### src/rtl/ddsw_pkg.sv
package ddsw_pkg;

    localparam int unsigned WORD_BITS_DEF = 16;
    localparam int unsigned CODE_BITS     = 16;
    localparam int unsigned MV_BITS       = 13;

    localparam logic [1:0] MODE_VOLTAGE = 2'd0;
    localparam logic [1:0] MODE_CURRENT = 2'd1;
    localparam logic [1:0] MODE_BOTH    = 2'd2;
    localparam logic [1:0] MODE_NONE    = 2'd3;

    localparam logic [1:0]                PREV_MODE_INIT = MODE_NONE;
    localparam logic signed [MV_BITS-1:0] PREV_LEVEL_INIT = 13'sd255;

    localparam logic [CODE_BITS-1:0] MID_CODE = 16'h8000;

    typedef logic [CODE_BITS-1:0] code_t;

    typedef struct packed {
        logic load;
        logic advance;
    } ddsw_shift_ctl_t;

    // Offset binary: level * 8 + 0x8000. A 13-bit level always fits in
    // 0..0xFFF8, so no clamp is needed; the code is the inverted sign
    // followed by the remaining bits and three zeros.
    function automatic code_t level_code(input logic signed [MV_BITS-1:0] mv);
        level_code = {~mv[MV_BITS-1], mv[MV_BITS-2:0], 3'b000};
    endfunction

endpackage

### src/rtl/ddsw_if.sv
interface ddsw_req_if;
    logic              valid;
    logic              ready;
    logic [1:0]        channel_mode;
    logic signed [12:0] millivolts;

    modport source (output valid, output channel_mode, output millivolts, input ready);
    modport sink   (input valid, input channel_mode, input millivolts, output ready);
endinterface

interface ddsw_bit_if;
    logic valid;
    logic ready;
    logic target_dac;
    logic serial_bit;
    logic word_end;
    logic last;

    modport source (output valid, output target_dac, output serial_bit,
                    output word_end, output last, input ready);
    modport sink   (input valid, input target_dac, input serial_bit,
                    input word_end, input last, output ready);
endinterface

### src/rtl/ddsw_shifter.sv
module ddsw_shifter #(
    parameter int unsigned WORD_BITS = ddsw_pkg::WORD_BITS_DEF
) (
    input  logic                     clk,
    input  logic                     rst_n,
    input  ddsw_pkg::ddsw_shift_ctl_t ctl,
    input  ddsw_pkg::code_t          code,
    output logic                     data_bit,
    output logic                     word_end
);
    import ddsw_pkg::*;

    localparam int unsigned CNT_BITS = $clog2(WORD_BITS);
    localparam logic [CNT_BITS-1:0] CNT_LAST = CNT_BITS'(WORD_BITS - 1);

    logic [WORD_BITS-1:0] shift_reg;
    logic [WORD_BITS-1:0] shift_next;
    logic [CNT_BITS-1:0]  cnt_reg;
    logic [CNT_BITS-1:0]  cnt_next;

    always_comb
    begin
        shift_next = shift_reg;
        cnt_next   = cnt_reg;
        if (ctl.load)
        begin
            // keep the top bits of the 16-bit code
            shift_next = code[CODE_BITS-1 -: WORD_BITS];
            cnt_next   = '0;
        end
        else if (ctl.advance)
        begin
            shift_next = {shift_reg[WORD_BITS-2:0], 1'b0};
            cnt_next   = cnt_reg + 1'b1;
        end
    end

    always_ff @(posedge clk or negedge rst_n)
    begin
        if (!rst_n)
        begin
            cnt_reg <= '0;
        end
        else
        begin
            cnt_reg <= cnt_next;
        end
    end

    always_ff @(posedge clk)
    begin
        shift_reg <= shift_next;
    end

    assign data_bit = shift_reg[WORD_BITS-1];
    assign word_end = (cnt_reg == CNT_LAST);

endmodule

### src/rtl/dual_dac_serial_writer.sv
// Channel | Dir | Handshake        | Payload
// req     | in  | valid / ready    | channel_mode[1:0], millivolts[12:0] signed
// bits    | out | valid / ready    | target_dac, serial_bit, word_end, last
//
// A request that writes the converters is accepted and then sent as two output
// words of WORD_BITS bits each, one bit per cycle while bits.ready is high, set by
// the single shift register that serializes both words in turn.
// A repeated request or a no-channel request completes in the accept cycle.
// Reset (rst_n, asynchronous, active low) returns to idle with the previous
// request at mode 3, level 255. A stalled output holds the current bit.
module dual_dac_serial_writer #(
    parameter int unsigned WORD_BITS = ddsw_pkg::WORD_BITS_DEF
) (
    input  logic       clk,
    input  logic       rst_n,
    ddsw_req_if.sink   req,
    ddsw_bit_if.source bits
);
    import ddsw_pkg::*;

    localparam logic ST_IDLE = 1'b0;
    localparam logic ST_SEND = 1'b1;

    logic                      state_reg,  state_next;
    logic                      word_idx_reg, word_idx_next;
    logic                      first_dac_reg, first_dac_next;
    code_t                     level_reg,  level_next;
    logic [1:0]                prev_mode_reg, prev_mode_next;
    logic signed [MV_BITS-1:0] prev_level_reg, prev_level_next;

    ddsw_shift_ctl_t shift_ctl;
    code_t           shift_code;
    logic            shift_bit;
    logic            shift_word_end;

    logic req_fire;
    logic bit_fire;
    logic is_repeat;

    assign req.ready = (state_reg == ST_IDLE);
    assign req_fire  = req.valid && req.ready;
    assign bit_fire  = bits.valid && bits.ready;
    assign is_repeat = (req.channel_mode == prev_mode_reg) &&
                       (req.millivolts == prev_level_reg);

    always_comb
    begin
        state_next      = state_reg;
        word_idx_next   = word_idx_reg;
        first_dac_next  = first_dac_reg;
        level_next      = level_reg;
        prev_mode_next  = prev_mode_reg;
        prev_level_next = prev_level_reg;
        shift_ctl       = '0;
        shift_code      = level_reg;

        unique case (state_reg)
            ST_IDLE:
            begin
                if (req_fire && !is_repeat)
                begin
                    prev_mode_next  = req.channel_mode;
                    prev_level_next = req.millivolts;
                    level_next      = level_code(req.millivolts);
                    // first word: B for voltage mode, A otherwise
                    first_dac_next  = (req.channel_mode == MODE_VOLTAGE);
                    word_idx_next   = 1'b0;
                    shift_code      = (req.channel_mode == MODE_BOTH) ?
                                      level_code(req.millivolts) : MID_CODE;
                    if (req.channel_mode != MODE_NONE)
                    begin
                        shift_ctl.load = 1'b1;
                        state_next     = ST_SEND;
                    end
                end
            end
            ST_SEND:
            begin
                if (bit_fire)
                begin
                    if (shift_word_end)
                    begin
                        if (!word_idx_reg)
                        begin
                            // second word always carries the level
                            shift_ctl.load = 1'b1;
                            word_idx_next  = 1'b1;
                        end
                        else
                        begin
                            state_next = ST_IDLE;
                        end
                    end
                    else
                    begin
                        shift_ctl.advance = 1'b1;
                    end
                end
            end
            default:
            begin
                state_next = ST_IDLE;
            end
        endcase
    end

    always_ff @(posedge clk or negedge rst_n)
    begin
        if (!rst_n)
        begin
            state_reg      <= ST_IDLE;
            prev_mode_reg  <= PREV_MODE_INIT;
            prev_level_reg <= PREV_LEVEL_INIT;
        end
        else
        begin
            state_reg      <= state_next;
            prev_mode_reg  <= prev_mode_next;
            prev_level_reg <= prev_level_next;
        end
    end

    always_ff @(posedge clk)
    begin
        word_idx_reg  <= word_idx_next;
        first_dac_reg <= first_dac_next;
        level_reg     <= level_next;
    end

    ddsw_shifter #(
        .WORD_BITS (WORD_BITS)
    ) u_shifter (
        .clk      (clk),
        .rst_n    (rst_n),
        .ctl      (shift_ctl),
        .code     (shift_code),
        .data_bit (shift_bit),
        .word_end (shift_word_end)
    );

    // Drive the output straight from the shift register and sequencer state.
    assign bits.valid      = (state_reg == ST_SEND);
    assign bits.target_dac = first_dac_reg ^ word_idx_reg;
    assign bits.serial_bit = shift_bit;
    assign bits.word_end   = shift_word_end;
    assign bits.last       = shift_word_end && word_idx_reg;

endmodule
### src/flat_wrapper.sv
// flat-port wrapper written by rule: the top's interface ports become plain ports
module dual_dac_serial_writer_flat import ddsw_pkg::*;
#(
    parameter int unsigned WORD_BITS = ddsw_pkg::WORD_BITS_DEF
)
  (clk, rst_n, req_valid, req_channel_mode, req_millivolts, req_ready, bits_valid, bits_target_dac, bits_serial_bit, bits_word_end, bits_last, bits_ready);
  ddsw_req_if req_i ();
  ddsw_bit_if bits_i ();
  input  logic clk;
  input  logic rst_n;
  input wire logic [$bits(req_i.valid)-1:0] req_valid;
  input wire logic [$bits(req_i.channel_mode)-1:0] req_channel_mode;
  input wire logic [$bits(req_i.millivolts)-1:0] req_millivolts;
  output wire logic [$bits(req_i.ready)-1:0] req_ready;
  output wire logic [$bits(bits_i.valid)-1:0] bits_valid;
  output wire logic [$bits(bits_i.target_dac)-1:0] bits_target_dac;
  output wire logic [$bits(bits_i.serial_bit)-1:0] bits_serial_bit;
  output wire logic [$bits(bits_i.word_end)-1:0] bits_word_end;
  output wire logic [$bits(bits_i.last)-1:0] bits_last;
  input wire logic [$bits(bits_i.ready)-1:0] bits_ready;
  assign req_i.valid = req_valid;
  assign req_i.channel_mode = req_channel_mode;
  assign req_i.millivolts = req_millivolts;
  assign req_ready = req_i.ready;
  assign bits_valid = bits_i.valid;
  assign bits_target_dac = bits_i.target_dac;
  assign bits_serial_bit = bits_i.serial_bit;
  assign bits_word_end = bits_i.word_end;
  assign bits_last = bits_i.last;
  assign bits_i.ready = bits_ready;
  dual_dac_serial_writer #(.WORD_BITS(WORD_BITS)) u_core (.clk(clk), .rst_n(rst_n), .req(req_i), .bits(bits_i));
endmodule
### config.mk
export PLATFORM = sky130hd
export DESIGN_NAME = dual_dac_serial_writer_flat
export DESIGN_NICKNAME = d
export VERILOG_FILES = /design/src/rtl/ddsw_pkg.sv /design/src/rtl/ddsw_if.sv /design/src/rtl/ddsw_shifter.sv /design/src/rtl/dual_dac_serial_writer.sv /design/src/flat_wrapper.sv
export SDC_FILE = /design/constraint.sdc
export NUM_CORES = 1
export LEC_CHECK = 0
export BUFFER_PORTS_ARGS = -buffer_cell sky130_fd_sc_hd__buf_2
export CORE_MARGIN = 5
export CORE_UTILIZATION = 30
export CTS_CLUSTER_DIAMETER = 150
export DETAILED_ROUTE_END_ITERATION = 8
export PLACE_DENSITY = 0.51
export RECOVER_POWER = 50
export SLEW_MARGIN = 20
export SYNTH_ARGS = -nofsm -noshare
export SYNTH_HDL_FRONTEND = slang
export SYNTH_SLANG_ARGS = --single-unit
### constraint.sdc
create_clock -name clk -period 2.5 [get_ports clk]
set_input_delay 0.125 -clock clk [delete_from_list [all_inputs] [get_ports clk]]
set_output_delay 0.125 -clock clk [all_outputs]
set_load 0.05 [all_outputs]
### Word-level counts from Yosys, hierarchy flattened

Cells that the tools add are included.
W data, S select, Z words.

| word-level totals | value |
|---|---|
| input port bits | 19 |
| output and inout port bits | 6 |
| flip-flop bits (word level) | 51 |
| logic and storage cells | 52 |

| operators by class | value |
|---|---|
| add/subtract/negate cells | 1 |
| equal/unequal tests | 8 |
| mux-type cells | 22 |
| reduce and logical (&&, ||, !) cells | 10 |
| bitwise operators | 3 |

Operators by type and width:

| kind | count |
|---|---|
| $mux W16 | 5 |
| $eq A13 B13 Y1 | 1 |
| $mux W1 | 11 |
| $mux W4 | 2 |
| $ne A2 B2 Y1 const B | 4 |
| $pmux W1 S2 | 3 |
| $logic_and A1 B1 Y1 | 5 |
| $add A4 B1 Y4 const B | 1 |
| $eq A4 B4 Y1 const B | 1 |
| $reduce_and A3 Y1 | 1 |
| $eq A2 B2 Y1 | 1 |
| $eq A2 B2 Y1 const B | 1 |
| $logic_not A2 Y1 | 1 |
| $mux W2 | 1 |
| $not A1 Y1 | 2 |
| $reduce_and A2 Y1 | 1 |
| $reduce_bool A2 Y1 | 1 |
| $logic_not A1 Y1 | 1 |
| $xor A1 B1 Y1 | 1 |

### Longest topological paths before layout

Gate-level depths: netlist of the first run.

| logic depth | value |
|---|---|
| depth in word-level cells | 7 |
| mapped depth | 7 |
| mapped depth without buffers | 6 |

### Cells and area by module

From an unflattened synthesis of the first run, not the netlist that was laid out.

| unflattened totals | value |
|---|---|
| cell total of the unflattened synthesis | 176 |
| area, all modules | 2,474.9 um^2 |

Modules (own cells, without submodules):

| module | seq. area each (um^2) | instances | cells an instance | area each (um^2) |
|---|---|---|---|---|
| dual_dac_serial_writer | 863.3 | 1 | 124 | 1,599.0 |
| ddsw_shifter | 580.6 | 1 | 52 | 875.8 |

### Worst setup path after synthesis of the first run

OpenSTA, ideal clock, no wires.

| timing path | value |
|---|---|
| kind | register -> register |
| start point | register u_core.state_reg (netlist: u_core.bits.valid) |
| end point | register u_core.u_shifter.shift_reg[10] (enable) |
| data required time | 2.181 ns |
| buffers on the path | 0 |
| stages on the path, launching flop included | 6 |
| path slack | 0.164 ns |
| library setup time | 0.319 ns |
| data arrival time | 2.017 ns |
| clock period less this slack | 2.336 ns |
| cell sequence | dfrtp_1 -> inv_1 -> nand2_1 -> a21oi_1 -> o21a_1 -> or3_1 |

| between the ends | value |
|---|---|
| longest elaborated chain between the ends | 6 |
| elaborated cells between the ends (all ways) | 9 |
| those cells by class | mux (4); bitwise (1); reduce/logical (4) |

Ends and longest elaborated chain:

| element | RTL line | source |
|---|---|---|
| start, declared | dual_dac_serial_writer.sv:24 | `logic state_reg, state_next;` |
| start signal, assigned | dual_dac_serial_writer.sv:117 | `state_reg <= state_next;` |
| $not A1 Y1 (no source line) * | - |  |
| via req_ready | flat_wrapper.sv:14 | `output wire logic [$bits(req_i.ready)-1:0] req_ready;` |
| $logic_and A1 B1 Y1 | dual_dac_serial_writer.sv:41 | `assign req_fire = req.valid && req.ready;` |
| $logic_and A1 B1 Y1 | dual_dac_serial_writer.sv:60 | `if (req_fire && !is_repeat)` |
| $mux W1 | dual_dac_serial_writer.sv:60 |  |
| $pmux W1 S2 * | dual_dac_serial_writer.sv:57 | `unique case (state_reg)` |
| $reduce_bool A2 Y1 (no source line) * | - |  |
| end signal, assigned | ddsw_shifter.sv:52 | `shift_reg <= shift_next;` |
| end, declared | ddsw_shifter.sv:16 | `logic [WORD_BITS-1:0] shift_reg;` |

The timed path passes the listed nets; every way through them passes the cells marked *.
A chain may end at the register's enable or synchronous reset.

### Worst setup path after layout of the first run

| timing path | value |
|---|---|
| start point | register u_core.prev_mode_reg[0] |
| end point | register u_core.u_shifter.shift_reg[5] (enable) |

| between the ends | value |
|---|---|
| longest elaborated chain between the ends | 7 |

Ends and longest elaborated chain:

| element | RTL line | source |
|---|---|---|
| start, declared | dual_dac_serial_writer.sv:28 | `logic [1:0] prev_mode_reg, prev_mode_next;` |
| start signal, assigned | dual_dac_serial_writer.sv:118 | `prev_mode_reg <= prev_mode_next;` |
| $eq A2 B2 Y1 | dual_dac_serial_writer.sv:43 | `assign is_repeat = (req.channel_mode == prev_mode_reg) &&` |
| $logic_and A1 B1 Y1 | dual_dac_serial_writer.sv:43 |  |
| $logic_not A1 Y1 | dual_dac_serial_writer.sv:60 |  |
| $logic_and A1 B1 Y1 | dual_dac_serial_writer.sv:60 |  |
| $mux W1 | dual_dac_serial_writer.sv:60 |  |
| $pmux W1 S2 | dual_dac_serial_writer.sv:57 |  |
| $reduce_bool A2 Y1 (no source line) | - |  |

No other way between the ends.

==> results of run 1 <==
[power by group through the flow]
| stage | sequential (mW) | clock (mW) | combinational [mW] |
|---|---|---|---|
| 6_report | 1.35 | 0.457 | 0.833 |
| 5_1_grt | 1.38 | 0.505 | 0.924 |
| 4_1_cts | 1.35 | 0.477 | 0.865 |
| 3_5_place_dp | 1.37 | 0 | 0.860 |
| 3_3_place_gp | 1.36 | 0 | 0.852 |
| 2_1_floorplan | 1.37 | 0 | 0.620 |
[critical path, delay by kind of cell, from the launching register on]
family | cells | cell delay [ns]
AND/OR/NAND/NOR | 3 | 1.09
flip-flops | 1 | 0.55
AO/OA/AOI/OAI | 1 | 0.26
XOR/XNOR | 1 | 0.15
[through the flow]
stage	hold slack (ns)	total power [mW]	util, %	cell area [um^2]
after floorplan	-0.1706	1.995	-	2345
after global placement	0.1068	2.210	34.16	2626
after detailed placement	0.1086	2.231	34.16	2626
after CTS	0.04165	2.695	35.43	2724
after global routing	0.1285	2.811	34.83	2678
final	0.1107	2.641	34.83	2678
[timing repair]
item	in CTS	in global routing
hold buffers	1	0
hold endpoints to repair	10	0
setup endpoints to repair	0	0
[cell usage after synthesis (2+ instances only)]
cell type | n | area (um^2)
o21ai_0 | 12 | 60.06
buf_2 | 4 | 20.02
nand2_1 | 20 | 75.07
or2_2 | 2 | 12.51
and2_1 | 2 | 12.51
inv_1 | 2 | 7.510
mux2_2 | 15 | 168.9
nand4_1 | 5 | 31.28
a21oi_1 | 13 | 65.06
clkbuf_1 | 4 | 15.01
nor2b_1 | 2 | 12.51
xor2_1 | 3 | 26.28
edfxtp_1 | 28 | 840.8
or3_1 | 2 | 12.51
nor2_2 | 2 | 12.51
dfrtp_1 | 10 | 250.2
dfstp_2 | 10 | 262.8
nor2_1 | 24 | 90.09
nor3_1 | 4 | 20.02
xnor2_1 | 16 | 140.1
a211oi_1 | 11 | 82.58
[layer usage]
metal,up-vias,track usage (%),part of all wire (%)
li1,798,-,-
met1,721,14.01,49
met2,13,17.68,47
met3,7,2.286,2.3
met4,0,3.782,1.6
met5,-,0,0
[logic make-up after synthesis]
kind of cell | after synthesis | share of synthesized area [%]
AND/OR/NAND/NOR | 69 | 13.77
flip-flops | 48 | 57.74
AO/OA/AOI/OAI | 41 | 10.94
XOR/XNOR | 19 | 7.097
multiplexers | 16 | 7.631
buffers and inverters | 11 | 2.294
adder cells (fa/ha/maj) | 1 | 0.5335
[how the worst min path moves through the flow]
| stage | startpoint | endpoint | slack [ns] | cells past startpoint |
|---|---|---|---|---|
| 6_report | bits_ready | u_core.bits.valid$_DFF_PN0_ | 0.11 | 4 |
| 4_1_cts | req_millivolts[5] | u_core.level_reg[8]$_DFFE_PP_ | 0.04 | 1 |
| 3_5_place_dp | rst_n | u_core.prev_level_reg[12]$_DFFE_PN0P_ | 0.11 | 1 |
| 2_1_floorplan | rst_n | u_core.bits.valid$_DFF_PN0_ | -0.17 | 0 |
| 5_1_grt | req_millivolts[9] | u_core.level_reg[12]$_DFFE_PP_ | 0.13 | 1 |
| 3_3_place_gp | rst_n | u_core.prev_level_reg[12]$_DFFE_PN0P_ | 0.11 | 1 |
[area by class of cell]
type | instances | share of cell area [%]
multi-input cells | 146 | 34.49
clock inverters | 3 | 0.7009
repair buffers | 34 | 6.635
inverters | 2 | 0.2804
well taps | 102 | 4.766
flip-flops and latches | 48 | 50.56
clock buffers | 5 | 2.570
==> results.md, run 1 <==
- Relative slew slack: 24.53%
- Layout cells sized above 1: 19.75%
- DRT iter0 DRCs: 96
- Max-cap viol count: 0
- Clk root buf: clkbuf_8
- Sequential power share: 51.2%
- Ports: 25
- P&R area growth vs syn: 14.19%
- Synthesized Nets: 225
- CTS tree: yes
- Number of distinct library cells after synthesis: 35
- Ys Warns: 0
- Commonest non-fill, non-tap cell in the layout: edfxtp_1
- Pin count of the biggest net entering global routing: 25
- Clock H-tree levels: 2
- Crit share post-route: 94.92%
- Num CTS Buffers: 5
- Clock Power Share: 17.3%
- Minimum clock period: 2.373 ns
- Area of the multi-input gates: 923.4 um^2
- Worst-path clk slew: 0.09 ns
- Port buffer count: 24
- Gr usage total: 10.76%
- Post-synth EDFFs: 28
- Cells on worst reg2reg path: 5
- Worst Setup EP: u_core.u_shifter.shift_reg[5]$_DFFE_PP_
- Seq/Total Area, Yosys: 57.74%
- Initial Utilization: 30.50%
- CTS Sinks: 48
- Mapped cell area: 2345 um^2
- Leak: 0.9334 nW
- Reg2reg end: u_core.u_shifter.shift_reg[5]$_DFFE_PP_
- Vias in the first global route: 1,601
- Largest stage delay, worst path: 0.63 ns
- WL/cell: 14.54 um
- Final HPWL DP: 3682 um
- Worst setup EP type: flip-flop
- Setup crit start kind: flip-flop
- Unrepaired setup endpoints after global routing: no
- Placed Instances: 331
- Avg Cell Area, Syn: 11.44 um^2
- DRT antenna net count: 0
- Row cnt: 32
- Post-place setup slack: 0.1309 ns
- Final Hold Fails: 0
- Worst EP required: 2.46 ns
- Total number of vias: 1,539
- Critical path arrival: 2.34 ns
- Global-route wire length before repair: 8259 um
- RR Startpoint: u_core.prev_mode_reg[0]$_DFFE_PN1P_
- Critical path, cell by cell: xnor2_1 > nand4_1 > or2_2 > o21a_1 > or3_1
- Max Root-Sink Buffers: 2
- GPL Wtd Cong: 0.7876
- Crit path kind: reg -> reg
- Antenna diode count: 0
- TritonRoute pass-1 iters: 4
- Syn Inst Count: 205
- Commonest non-fill, non-tap cells in the layout: 28 x edfxtp_1, 25 x nor2_1, 22 x clkbuf_1
- Crit Path Max Fanout: 13
- Sw Ratio: 32.46%
- Pint: 1.784 mW
- Final setup vio count: 0
- Synthesized flop and latch total: 48
- Post-CTS Resized: 0
- Chip height: 98.41 um
- Worst Skew: 0.006337 ns
- GRT Residual Overflow: 0
- Die Wd: 98.41 um
- Final #Nets: 257
- FF-to-FF setup slack: 0.13 ns
- Antenna violations before repair: 0
- Worst Max-Slew Pin Slew: 1.132 ns
- Max frequency: 421.4 MHz
- Setup Buffers After CTS: 0
- Pwr dens: 986.3 nW/um^2
- Worst setup margin: 0.1270 ns
- VDD IR max: 0.4099 mV
- Routed wire length: 4944 um
- Combinational cell fraction of total power: 31.5%
- Worst-Skew Late Latency: 0.30 ns
- DIE AREA: 9684 um^2
- Worst min path class: in -> reg
- Core Region: 7687 um^2
- Number of vias per cell: 4.526
- CP Launch Point: u_core.prev_mode_reg[0]$_DFFE_PN1P_
- Setup_tns: 0 ns
- Pins over their slew limit: 0
- Top flip-flop cell by instance count after synthesis: edfxtp_1
- Slowest stage cell, crit path: or3_1
- Post-Layout Cell Count: 340
- Outcome: complete, no violations
- Async set-or-reset flop fraction in the synthesized netlist: 41.67%
- Sequential cell area: 1354 um^2
- Sw power: 857.4 uW
- Number of filler cells placed in the layout: 803
- DRC viols: 0
No activity file was read; power rests on OpenSTA's default activity.
==> inputs of run 2 (changes only) <==
--- a/config.mk
+++ b/config.mk
@@ -5,14 +5,16 @@
 export SDC_FILE = /design/constraint.sdc
 export NUM_CORES = 1
 export LEC_CHECK = 0
-export BUFFER_PORTS_ARGS = -buffer_cell sky130_fd_sc_hd__buf_2
 export CORE_MARGIN = 5
 export CORE_UTILIZATION = 30
+export CTS_BUF_LIST = sky130_fd_sc_hd__clkbuf_8
 export CTS_CLUSTER_DIAMETER = 150
 export DETAILED_ROUTE_END_ITERATION = 8
-export PLACE_DENSITY = 0.51
+export DONT_BUFFER_PORTS = 1
+export PLACE_DENSITY = 0.49
 export RECOVER_POWER = 50
 export SLEW_MARGIN = 20
 export SYNTH_ARGS = -nofsm -noshare
 export SYNTH_HDL_FRONTEND = slang
 export SYNTH_SLANG_ARGS = --single-unit
+export TNS_END_PERCENT = 50
==> results.md, run 2 (synthesized netlist as in run 1, its figures left out) <==
- P&R area growth vs syn: 17.40%
- Total number of vias: 1,566
- Commonest non-fill, non-tap cells in the layout: 28 x edfxtp_1, 26 x nor2_1, 20 x nand2_1
- Final #Nets: 253
- Commonest non-fill, non-tap cell in the layout: edfxtp_1
- Top Family by Delay on Critical Path: simple AND/OR/NAND/NOR gates
- Minimum clock period: 2.334 ns
- Core Region: 7687 um^2
- Pin count of the biggest net entering global routing: 22
- Clock H-tree levels: 2
- DR WL met2: 2442 um
- DRT iter0 DRCs: 82
- Setup crit start kind: flip-flop
- Slowest stage cell, crit path: or3_1
- Critical path, cell by cell: xor2_1 > nand3b_1 > or3_1 > o21a_1 > or3_1
- CTS tree: yes
- Number of vias per cell: 4.661
- Final HPWL DP: 3535 um
- GRT Residual Overflow: 0
- Pins over their slew limit: 0
- Met3 routed WL: 195 um
- Crit share post-route: 93.38%
- Top Metal Used: met4
- Max frequency: 428.4 MHz
- Crit Path Max Fanout: 13
- Met1 wire length: 2509 um
- Worst-path clk slew: 0.09 ns
- Final Hold Fails: 0
- Gr usage total: 11.25%
- GPL Wtd Cong: 0.7461
- Largest stage delay, worst path: 0.62 ns
- Worst-Skew Late Latency: 0.30 ns
- Antenna diode count: 0
- Layout cells sized above 1: 17.09%
- WL/cell: 15.49 um
- Worst EP required: 2.47 ns
- Row cnt: 32
- Critical path arrival: 2.30 ns
- Worst Skew: 0.003587 ns
- Setup_tns: 0 ns
- Chip height: 98.41 um
- Max-cap viol count: 0
- Relative slew slack: 39.27%
- DIE AREA: 9684 um^2
- Unrepaired setup endpoints after global routing: no
- CP most frequent cell: or3_1
- TritonRoute pass-1 iters: 4
- Initial Utilization: 30.50%
- Outcome: complete, no violations
- Die Wd: 98.41 um
- Global-route wire length before repair: 8666 um
- VDD IR max: 0.3653 mV
- Worst setup EP type: flip-flop
- Pwr dens: 942.9 nW/um^2
- Routed wire length: 5205 um
- Clk root buf: clkbuf_8
- CTS Sinks: 48
- Antenna violations before repair: 0
- Ports: 25
- Worst min path class: in -> reg
- Power Total: 2.596 mW
- Vias in the first global route: 1,598
- Crit path kind: reg -> reg
- Worst path bufs/invs: 0
- Final setup vio count: 0
- Post-CTS Resized: 0
- DRC viols: 0
- Leak: 0.9700 nW
- Worst Max-Slew Pin Slew: 0.9080 ns
- Max Root-Sink Buffers: 2
- Num CTS Buffers: 5
- DRT antenna net count: 0
- Port buffer count: 0
[run 2: cell count changes in the layout (fill, tap and decap cells not counted), moves of 2 or more]
cell / delta
clkbuf_1: -17
buf_2: -4
dlygate4sd3_1: +17
inv_1: +2
[run 2: repair_timing]
item,in CTS,in global routing
endpoints found under the setup margin,0,0
hold endpoints to repair,50,1
hold buffers,17,1
buffers inserted,0,0
[run 2: worst register-to-register path, stage by stage, from the launching register on]
cell and delay, ns:
dfstp_2 0.54, xor2_1 0.08, nand3b_1 0.15, or3_1 0.37
o21a_1 0.24, or3_1 0.62
[run 2: final timing paths]
kind / start / endpoint / slack (ns) / cells after the start
hold / removal: req_millivolts[0] / u_core.u_shifter.shift_reg[3]$_SDFFCE_PN0P_ / 0.12 / 1
setup / recovery: u_core.prev_level_reg[2]$_DFFE_PN1P_ / u_core.u_shifter.shift_reg[10]$_DFFE_PP_ / 0.17 / 5
setup reg to reg: u_core.prev_level_reg[2]$_DFFE_PN1P_ / u_core.u_shifter.shift_reg[10]$_DFFE_PP_ / 0.17 / 5
min in group asynchronous: rst_n / u_core.u_shifter.cnt_reg[1]$_DFFE_PN0P_ / 0.40 / 1
max in group asynchronous: rst_n / u_core.prev_level_reg[9]$_DFFE_PN0P_ / 1.55 / 1
hold reg to reg: u_core.prev_level_reg[11]$_DFFE_PN0P_ / u_core.prev_level_reg[11]$_DFFE_PN0P_ / 0.54 / 1
[run 2: layer usage]
| metal | global-route usage (%) | vias to the layer above |
|---|---|---|
| met2 | 17.16 | 28 |
| met5 | 0 | - |
| met4 | 3.151 | 0 |
| li1 | - | 795 |
| met3 | 3.143 | 5 |
| met1 | 15.67 | 738 |
[run 2: cell type report]
type	instances	area, um^2
fillers	781	4935
flip-flops and latches	48	1354
multi-input cells	146	932.1
repair buffers	30	251.5
well taps	102	127.6
clock buffers	5	68.82
clock inverters	3	11.26
inverters	2	7.507
[run 2: per-stage QoR]
step           hold WS [ns]  utilization [%]  setup slack [ns]  cell area [um^2]  std cells
2_1_floorplan       -0.1706                -            0.1644              2345        205
6_report             0.1177            35.81            0.1655              2753        336
5_1_grt              0.1053            35.81           0.05929              2753        336
3_3_place_gp        -0.1699            32.73            0.1653              2516        310
4_1_cts            0.004605            35.99            0.1372              2766        335
3_5_place_dp        -0.1699            32.73            0.1545              2516        310
[run 2: where the power goes]
| part | leakage, nW | total, mW | switching (mW) | internal (mW) |
|---|---|---|---|---|
| Sequential | 0.484 | 1.36 | 0.154 | 1.21 |
| Clock | 0.0482 | 0.440 | 0.253 | 0.187 |
| Combinational | 0.437 | 0.793 | 0.410 | 0.383 |
| Total | 0.970 | 2.60 | 0.816 | 1.78 |
